--- config.mk ---
export PLATFORM = sky130hd
export DESIGN_NAME = rocket_apogee_detector
export DESIGN_NICKNAME = d
export VERILOG_FILES = /design/src/rtl/rad_pkg.sv /design/src/rtl/rad_cfg_regs.sv /design/src/rtl/rad_flight_core.sv /design/src/rtl/rocket_apogee_detector.sv
export SDC_FILE = /design/constraint.sdc
export NUM_CORES = 1
export LEC_CHECK = 0
export BUFFER_PORTS_ARGS = -buffer_cell sky130_fd_sc_hd__buf_4
export CAP_MARGIN = 20
export CORE_UTILIZATION = 50
export CTS_BUF_LIST = sky130_fd_sc_hd__clkbuf_4 sky130_fd_sc_hd__clkbuf_8
export DETAILED_ROUTE_END_ITERATION = 8
export PLACE_DENSITY = 0.67
export SLEW_MARGIN = 0
export SYNTH_ARGS = -nofsm -noshare
export SYNTH_HDL_FRONTEND = slang
export SYNTH_SLANG_ARGS = --single-unit
--- constraint.sdc ---
create_clock -name clk -period 8.6 [get_ports clk]
set_input_delay 0 -clock clk [delete_from_list [all_inputs] [get_ports clk]]
set_output_delay 0 -clock clk [all_outputs]
set_load 0.01 [all_outputs]
--- src/rtl/rad_pkg.sv ---
// package of shared types, widths and codes for the apogee detector
`default_nettype none

package rad_pkg;

    // field widths
    localparam int AltW   = 21;
    localparam int MarW   = 16;
    localparam int CntW   = 17;
    localparam int ActW   = 2;
    localparam int CauseW = 2;
    localparam int CfgIdxW = 3;
    // width of the signed compare arithmetic
    localparam int CalcW  = AltW + 2;

    // tdata widths, padded to whole bytes
    localparam int InDataW  = 24;
    localparam int OutDataW = 48;

    // action codes
    localparam logic [ActW-1:0] ActSample = 2'd0;
    localparam logic [ActW-1:0] ActArm    = 2'd1;
    localparam logic [ActW-1:0] ActDisarm = 2'd2;

    // stop causes
    localparam logic [CauseW-1:0] StopNone      = 2'd0;
    localparam logic [CauseW-1:0] StopTouchdown = 2'd1;
    localparam logic [CauseW-1:0] StopTimeLimit = 2'd2;

    // register indexes
    localparam logic [CfgIdxW-1:0] RegLaunchMargin   = 3'd0;
    localparam logic [CfgIdxW-1:0] RegApogeeMargin   = 3'd1;
    localparam logic [CfgIdxW-1:0] RegTouchdownMargin = 3'd2;
    localparam logic [CfgIdxW-1:0] RegDescentTol     = 3'd3;
    localparam logic [CfgIdxW-1:0] RegMaxSamples     = 3'd4;

    // register reset values
    localparam logic [MarW-1:0] LaunchMarginRst    = 16'd30;
    localparam logic [MarW-1:0] ApogeeMarginRst    = 16'd50;
    localparam logic [MarW-1:0] TouchdownMarginRst = 16'd100;
    localparam logic [MarW-1:0] DescentTolRst      = 16'd10;
    localparam logic [MarW-1:0] MaxSamplesRst      = 16'd3000;

    // saturation value of the sample count
    localparam logic [CntW-1:0] CntMax = {CntW{1'b1}};

    typedef struct packed {
        logic [MarW-1:0] lift_thr;
        logic [MarW-1:0] drop_thr;
        logic [MarW-1:0] land_thr;
        logic [MarW-1:0] descent_tol;
        logic [MarW-1:0] max_samples;
    } rad_cfg_t;

    typedef struct packed {
        logic                     armed;
        logic                     launched;
        logic                     deploy;
        logic signed [AltW-1:0]   apogee_cm;
        logic                     log_valid;
        logic [CntW-1:0]          elapsed_samples;
        logic [CauseW-1:0]        stop_cause;
    } rad_result_t;

endpackage

`default_nettype wire

--- src/rtl/rad_cfg_regs.sv ---
// configuration register bank of the apogee detector
`default_nettype none

module rad_cfg_regs (
    input  wire logic                         clk,
    input  wire logic                         rst_n,
    input  wire logic                         cfg_valid,
    output logic                              cfg_ready,
    input  wire logic [rad_pkg::CfgIdxW-1:0]  cfg_index,
    input  wire logic [rad_pkg::MarW-1:0]     cfg_data,
    output rad_pkg::rad_cfg_t                 cfg
);

    rad_pkg::rad_cfg_t cfg_reg;

    // writes are always taken
    assign cfg_ready = 1'b1;
    assign cfg       = cfg_reg;

    // register write decode, unknown indexes are dropped
    always_ff @(posedge clk or negedge rst_n)
    begin
        if (!rst_n)
        begin
            cfg_reg.lift_thr    <= rad_pkg::LaunchMarginRst;
            cfg_reg.drop_thr    <= rad_pkg::ApogeeMarginRst;
            cfg_reg.land_thr    <= rad_pkg::TouchdownMarginRst;
            cfg_reg.descent_tol <= rad_pkg::DescentTolRst;
            cfg_reg.max_samples <= rad_pkg::MaxSamplesRst;
        end
        else if (cfg_valid)
        begin
            unique case (cfg_index)
                rad_pkg::RegLaunchMargin:    cfg_reg.lift_thr    <= cfg_data;
                rad_pkg::RegApogeeMargin:    cfg_reg.drop_thr    <= cfg_data;
                rad_pkg::RegTouchdownMargin: cfg_reg.land_thr    <= cfg_data;
                rad_pkg::RegDescentTol:      cfg_reg.descent_tol <= cfg_data;
                rad_pkg::RegMaxSamples:      cfg_reg.max_samples <= cfg_data;
                default: ;
            endcase
        end
    end

endmodule

`default_nettype wire

--- src/rtl/rad_flight_core.sv ---
// flight state, per-item decision logic and result register
`default_nettype none

module rad_flight_core (
    input  wire logic                               clk,
    input  wire logic                               rst_n,
    input  wire rad_pkg::rad_cfg_t                  cfg,
    input  wire logic                               item_valid,
    input  wire logic [rad_pkg::ActW-1:0]           action,
    input  wire logic signed [rad_pkg::AltW-1:0]    altitude_cm,
    output logic                                    item_take,
    output logic                                    res_valid,
    input  wire logic                               res_ready,
    output rad_pkg::rad_result_t                    res
);

    localparam int CW = rad_pkg::CalcW;
    localparam int AW = rad_pkg::AltW;
    localparam int PadM = CW - rad_pkg::MarW;
    localparam int PadA = CW - AW;

    // flight state
    logic                       armed_reg, armed_next;
    logic                       launch_reg, launch_next;
    logic                       apogee_seen_reg, apogee_seen_next;
    logic                       logging_reg, logging_next;
    logic signed [AW-1:0]       peak_reg, peak_next;
    logic signed [AW-1:0]       top_alt_reg, top_alt_next;
    logic signed [AW-1:0]       prev_reg, prev_next;
    logic [rad_pkg::CntW-1:0]   cnt_reg, cnt_next;

    // result register
    logic                       res_valid_reg;
    rad_pkg::rad_result_t       res_reg, res_next;

    // widened operands
    logic signed [CW-1:0] alt_x, peak_x, prev_x;
    logic signed [CW-1:0] lm_x, am_x, tm_x, dt_x;
    logic signed [CW-1:0] apo_thr, fall;
    logic [rad_pkg::CntW-1:0] max_x;
    logic launch_now, touchdown;
    logic [rad_pkg::CauseW-1:0] cause;
    logic deploy;

    // stage moves when the result slot is free
    assign item_take = item_valid && (!res_valid_reg || res_ready);
    assign res_valid = res_valid_reg;
    assign res       = res_reg;

    assign alt_x  = {{PadA{altitude_cm[AW-1]}}, altitude_cm};
    assign prev_x = {{PadA{prev_reg[AW-1]}}, prev_reg};
    assign lm_x   = {{PadM{1'b0}}, cfg.lift_thr};
    assign am_x   = {{PadM{1'b0}}, cfg.drop_thr};
    assign tm_x   = {{PadM{1'b0}}, cfg.land_thr};
    assign dt_x   = {{PadM{1'b0}}, cfg.descent_tol};
    assign max_x  = {1'b0, cfg.max_samples};

    // next state and result for the item in the input register
    always_comb
    begin
        armed_next       = armed_reg;
        launch_next      = launch_reg;
        apogee_seen_next = apogee_seen_reg;
        logging_next     = logging_reg;
        peak_next        = peak_reg;
        top_alt_next     = top_alt_reg;
        prev_next        = prev_reg;
        cnt_next         = cnt_reg;
        deploy           = 1'b0;
        cause            = rad_pkg::StopNone;
        launch_now       = 1'b0;
        touchdown        = 1'b0;
        peak_x           = {{PadA{peak_reg[AW-1]}}, peak_reg};
        apo_thr          = '0;
        fall             = '0;

        unique case (action)
            rad_pkg::ActArm:
            begin
                launch_next      = 1'b0;
                apogee_seen_next = 1'b0;
                logging_next     = 1'b0;
                peak_next        = '0;
                top_alt_next     = '0;
                cnt_next         = '0;
                armed_next       = 1'b1;
            end
            rad_pkg::ActDisarm:
            begin
                armed_next   = 1'b0;
                logging_next = 1'b0;
            end
            rad_pkg::ActSample:
            begin
                if (armed_reg)
                begin
                    prev_next = altitude_cm;
                    // count advances once launched, saturating
                    if (launch_reg && cnt_reg != rad_pkg::CntMax)
                        cnt_next = cnt_reg + 1'b1;
                    // launch detection
                    launch_now = !launch_reg && (alt_x >= lm_x);
                    if (launch_now)
                    begin
                        launch_next  = 1'b1;
                        logging_next = 1'b1;
                        cnt_next     = {{(rad_pkg::CntW-1){1'b0}}, 1'b1};
                    end
                    // peak tracking
                    if (launch_next && alt_x >= peak_x)
                        peak_next = altitude_cm;
                    peak_x  = {{PadA{peak_next[AW-1]}}, peak_next};
                    apo_thr = peak_x - am_x;
                    // apogee detection
                    if (launch_next && !apogee_seen_reg && alt_x <= apo_thr)
                    begin
                        apogee_seen_next = 1'b1;
                        top_alt_next     = peak_next;
                        deploy           = 1'b1;
                    end
                    // stop conditions, touchdown first
                    fall      = prev_x - alt_x;
                    touchdown = launch_next && apogee_seen_next && (alt_x < tm_x)
                                && (fall < dt_x);
                    if (touchdown)
                        cause = rad_pkg::StopTouchdown;
                    else if (cnt_next > max_x)
                        cause = rad_pkg::StopTimeLimit;
                    if (cause != rad_pkg::StopNone)
                    begin
                        logging_next = 1'b0;
                        armed_next   = 1'b0;
                    end
                end
            end
            default: ;
        endcase

        res_next.armed           = armed_next;
        res_next.launched        = launch_next;
        res_next.deploy          = deploy;
        res_next.apogee_cm       = top_alt_next;
        res_next.log_valid       = (action == rad_pkg::ActSample) && armed_reg && logging_next;
        res_next.elapsed_samples = cnt_next;
        res_next.stop_cause      = cause;
    end

    // state update on each taken item
    always_ff @(posedge clk or negedge rst_n)
    begin
        if (!rst_n)
        begin
            armed_reg       <= 1'b0;
            launch_reg      <= 1'b0;
            apogee_seen_reg <= 1'b0;
            logging_reg     <= 1'b0;
            peak_reg        <= '0;
            top_alt_reg     <= '0;
            prev_reg        <= '0;
            cnt_reg         <= '0;
        end
        else if (item_take)
        begin
            armed_reg       <= armed_next;
            launch_reg      <= launch_next;
            apogee_seen_reg <= apogee_seen_next;
            logging_reg     <= logging_next;
            peak_reg        <= peak_next;
            top_alt_reg     <= top_alt_next;
            prev_reg        <= prev_next;
            cnt_reg         <= cnt_next;
        end
    end

    // result valid flag
    always_ff @(posedge clk or negedge rst_n)
    begin
        if (!rst_n)
            res_valid_reg <= 1'b0;
        else if (item_take)
            res_valid_reg <= 1'b1;
        else if (res_ready)
            res_valid_reg <= 1'b0;
    end

    // result payload
    always_ff @(posedge clk)
    begin
        if (item_take)
            res_reg <= res_next;
    end

endmodule

`default_nettype wire

--- src/rtl/rocket_apogee_detector.sv ---
// top level of the barometric apogee detector
// Takes one beat per clock while the result side keeps up: arm, disarm or
// an altitude sample. Each beat gives exactly one result beat, presented
// once it has passed the input register and then the result register, and
// a new beat may enter every cycle while the result side keeps up. The rate
// is set by the flight state update, which is combinational and registered
// on each taken beat. Configuration writes are always taken and should only
// be issued while no beat is in flight.
`default_nettype none

module rocket_apogee_detector (
    input  wire logic                              clk,
    input  wire logic                              rst_n,
    // sample/command input
    input  wire logic                              s_axis_tvalid,
    output logic                                   s_axis_tready,
    input  wire logic [rad_pkg::InDataW-1:0]       s_axis_tdata,  // [20:0] altitude_cm
    input  wire logic [rad_pkg::ActW-1:0]          s_axis_tuser,  // [1:0] action
    // result output
    output logic                                   m_axis_tvalid,
    input  wire logic                              m_axis_tready,
    // [0] armed, [1] launched, [2] deploy, [23:3] apogee_cm, [24] log_valid,
    // [41:25] elapsed_samples, [43:42] stop_cause
    output logic [rad_pkg::OutDataW-1:0]           m_axis_tdata,
    // configuration write
    input  wire logic                              cfg_valid,
    output logic                                   cfg_ready,
    input  wire logic [rad_pkg::CfgIdxW-1:0]       cfg_index,
    input  wire logic [rad_pkg::MarW-1:0]          cfg_data
);

    localparam int AW = rad_pkg::AltW;
    localparam int ResW = $bits(rad_pkg::rad_result_t);

    rad_pkg::rad_cfg_t    cfg;
    rad_pkg::rad_result_t res;

    logic                          in_valid_reg;
    logic [rad_pkg::ActW-1:0]      in_action_reg;
    logic signed [AW-1:0]          in_alt_reg;
    logic                          item_take;

    rad_cfg_regs u_cfg (
        .clk       (clk),
        .rst_n     (rst_n),
        .cfg_valid (cfg_valid),
        .cfg_ready (cfg_ready),
        .cfg_index (cfg_index),
        .cfg_data  (cfg_data),
        .cfg       (cfg)
    );

    // input register accepts whenever it is empty or moving on
    assign s_axis_tready = !in_valid_reg || item_take;

    always_ff @(posedge clk or negedge rst_n)
    begin
        if (!rst_n)
            in_valid_reg <= 1'b0;
        else if (s_axis_tready)
            in_valid_reg <= s_axis_tvalid;
    end

    always_ff @(posedge clk)
    begin
        if (s_axis_tvalid && s_axis_tready)
        begin
            in_action_reg <= s_axis_tuser;
            in_alt_reg    <= s_axis_tdata[AW-1:0];
        end
    end

    rad_flight_core u_core (
        .clk         (clk),
        .rst_n       (rst_n),
        .cfg         (cfg),
        .item_valid  (in_valid_reg),
        .action      (in_action_reg),
        .altitude_cm (in_alt_reg),
        .item_take   (item_take),
        .res_valid   (m_axis_tvalid),
        .res_ready   (m_axis_tready),
        .res         (res)
    );

    // result beat packing, lowest field first
    assign m_axis_tdata = {{(rad_pkg::OutDataW-ResW){1'b0}},
                           res.stop_cause, res.elapsed_samples, res.log_valid,
                           res.apogee_cm, res.deploy, res.launched, res.armed};

endmodule

`default_nettype wire

==> out/results.txt <==
status: complete, no violations
clock group share of total power: 0.250
worst-margin pin slew: 1020 ps
leading post-synthesis cells by cell area: dfrtp_1 (25%), edfxtp_1 (14%), ha_1 (12%)
WP data arrival: 8360 ps
FP Rows: 62
adder-cell share of the synthesized area: 0.127
WL final: 36.6 mm
Synth Area in XOR/XNOR: 0.0277
Post-DP Area: 15600 um^2
H-tree levels: 2
first-pass GRT wire length: 60.4 mm
share of cells above drive strength 1: 0.168
port buffer count: 92
largest area contributor in the netlist: dfrtp_1
Avg WL per Cell: 17.3 um
die area: 29800 um^2
Max transition margin: 0.320
vias in the first global route: 11.7k
crit path max fanout: 18
switching power total: 1.81 mW
Post-CTS Setup Bufs: 0
largest family of logic cells by synthesized area: compound AO/OA/AOI/OAI gates
worst min path class: in -> reg
Synth top area share: 0.253
TritonCTS Sinks: 233
Post-synth top cells: nand2_1 (189), o21ai_0 (187), inv_1 (160)
Reg clk slew, reported paths: 60 ps
worst path required time: 8950 ps
Root Driver: clkbuf_8
post-route cell area: 17100 um^2
asr flop ratio synth: 0.712
Overall Global Routing Usage: 0.252
Die Y: 173 um
Synth-to-Final Area Change: 17.8%
initial antenna violation count: 0
Die X: 173 um
Reg area: 6190 um^2
Final Hold Fails: 0
vias per cell: 5.49
crit path max-delay cell type: a31oi_1
drt first pass iters: 5
Crit. End Element: register
Cell Int Power: 3.01 mW
# diodes: 0
ys flop type: dfrtp_1
cell count after synthesis: 1544
hpwl dp: 26.5 mm
Max Clock Skew: 38.2 ps
Max Fclk: 0.125 GHz
DRT iter0 DRCs: 758
Logic pwr share: 0.434
Period minus WS final: 8010 ps
Yosys warning total: 0
RSZ-0062 raised after global routing: no
cell area power density: 281 nW/um^2
GPL Wtd Cong: 0.870
Period Utilization, post-route: 0.931
Worst IR Drop VDD: 0.000170 V
post-synthesis compound-gate area fraction: 0.196
Overflow after GRT: 0
largest net degree at the start of global routing: 104
initial core utilization: 0.507
Top cell by count, worst path: ha_1
# IOs: 101
syn avg cell area: 9.43 um^2
# fillers: 2497
max-slew violations: 0
CTS tree: yes
Via Count: 11.6k
Final ANT Viol Nets: 0
# nets final: 1894
number of remaining DRC errors: 0
post-synthesis sequential area ratio: 0.425
clk_lat worst skew: 560 ps
Sequential Power Share: 0.316
Synth Cell Area: 14600 um^2
simple-gate share of the synthesized area: 0.133
Setup Viol. Count Final: 0
sw frac: 0.375
MaxCap Viol Count: 0
Yosys reg bits: 233
most frequent cell after synthesis: nand2_1
worst-case clock buffer depth: 3
Crit path largest cell delay: 600 ps
Crit Path Class: reg -> reg
Largest register FFs: 80
Worst setup SP type: register
CTS buffer count: 43
Leak: 7.78 nW
Post-synth EDFFs: 67
Yosys cell types: 94
Setup TNS: 0 ps
mux cell area share after synthesis: 0.0219
Placeable Area: 28700 um^2
multi-input logic area: 7390 um^2
## through the flow
step            util  setup slack, ps  instances  power, mW  hold slack (ps)
2_1_floorplan      -             1830       1547       3.08             -296
3_3_place_gp   0.543              864       1981       3.53              178
3_5_place_dp   0.543              755       1981       3.59              179
4_1_cts        0.596              706       2114       4.84             16.4
5_1_grt        0.597              103       2116       5.19             45.0
6_report       0.597              594       2116       4.81             6.12
## cell usage in the layout (no fill, tap or decap), types with 8 or more instances in the layout
| cell type | instances |
|---|---|
| nand2_1 | 189 |
| o21ai_0 | 187 |
| inv_1 | 159 |
| dfrtp_1 | 147 |
| ha_1 | 144 |
| buf_4 | 119 |
| nor2_1 | 87 |
| a21oi_1 | 74 |
| edfxtp_1 | 67 |
| dlygate4sd3_1 | 55 |
| clkbuf_8 | 52 |
| xnor2_1 | 31 |
| a21o_1 | 24 |
| mux2_2 | 23 |
| nand4_1 | 21 |
| o2bb2ai_1 | 21 |
| nand3_1 | 19 |
| clkbuf_4 | 19 |
| dfstp_2 | 19 |
| nand2b_1 | 17 |
| nor3_1 | 17 |
| o21a_1 | 16 |
| xor2_1 | 15 |
| o32a_1 | 15 |
| nor2b_1 | 10 |
| a31oi_1 | 10 |
| a21oi_2 | 10 |
| and3_1 | 9 |
| o21ai_1 | 9 |
| or3_1 | 8 |
| a211oi_1 | 8 |
## worst max-delay path, delay by kind of cell, from the launching register on
kind            cells  cell delay (ps)
simple gates        7             1730
fa+ha+maj           3              970
flops               1              520
mux                 1               80
xor+xnor            1              480
compound gates     14             3380
buf+inv             3              600
## per-layer routing
metal / share of wire / routed length (um) / track usage
met1: 0.45 / 16400 / 0.327
met2: 0.49 / 17800 / 0.436
met3: 0.036 / 1310 / 0.0310
met4: 0.029 / 1050 / 0.0852
met5: 0 / 0 / 0
## cell type report
type,instances,area share
Multi-Input combinational cell,1081,0.431
Clock inverter,8,0.00708
Inverter,162,0.0355
Timing Repair Buffer,177,0.0869
Tap cell,384,0.0280
Sequential cell,233,0.361
Clock buffer,71,0.0501
## cell families (layout without fill, tap and decap cells)
| kind of cell | Yosys count | after routing |
|---|---|---|
| flops | 233 | 233 |
| buf+inv | 233 | 418 |
| xor+xnor | 46 | 46 |
| compound gates | 442 | 442 |
| mux | 29 | 29 |
| simple gates | 413 | 413 |
| other cells | 2 | 5 |
| fa+ha+maj | 146 | 146 |
## power by group through the flow
stage	clock network, mW	registers [mW]	logic, mW
floorplan	0	1.50	1.57
global placement	0	1.53	2.00
detailed placement	0	1.54	2.06
CTS	1.23	1.52	2.09
global route	1.28	1.55	2.37
finish	1.20	1.52	2.09
## path summary, 6_finish.rpt
kind,startpoint,slack [ps],cells past startpoint,endpoint
min in group asynchronous,rst_n,170,2,u_cfg.cfg[51]
hold / removal,cfg_valid,6,6,u_cfg.cfg[49]
max in group asynchronous,rst_n,6960,3,u_core.top_alt_reg[2]
setup reg to reg,in_alt_reg[6],590,29,u_core.res[35]
setup / recovery,in_alt_reg[6],590,29,u_core.res[35]
hold reg to reg,u_core.prev_reg[16],480,2,u_core.prev_reg[16]
## repair_timing
item	CTS	global route
hold buffers	54	1
endpoints found under the hold margin	188	1
gates resized for setup	0	0
(Power assumes the default switching activity.)
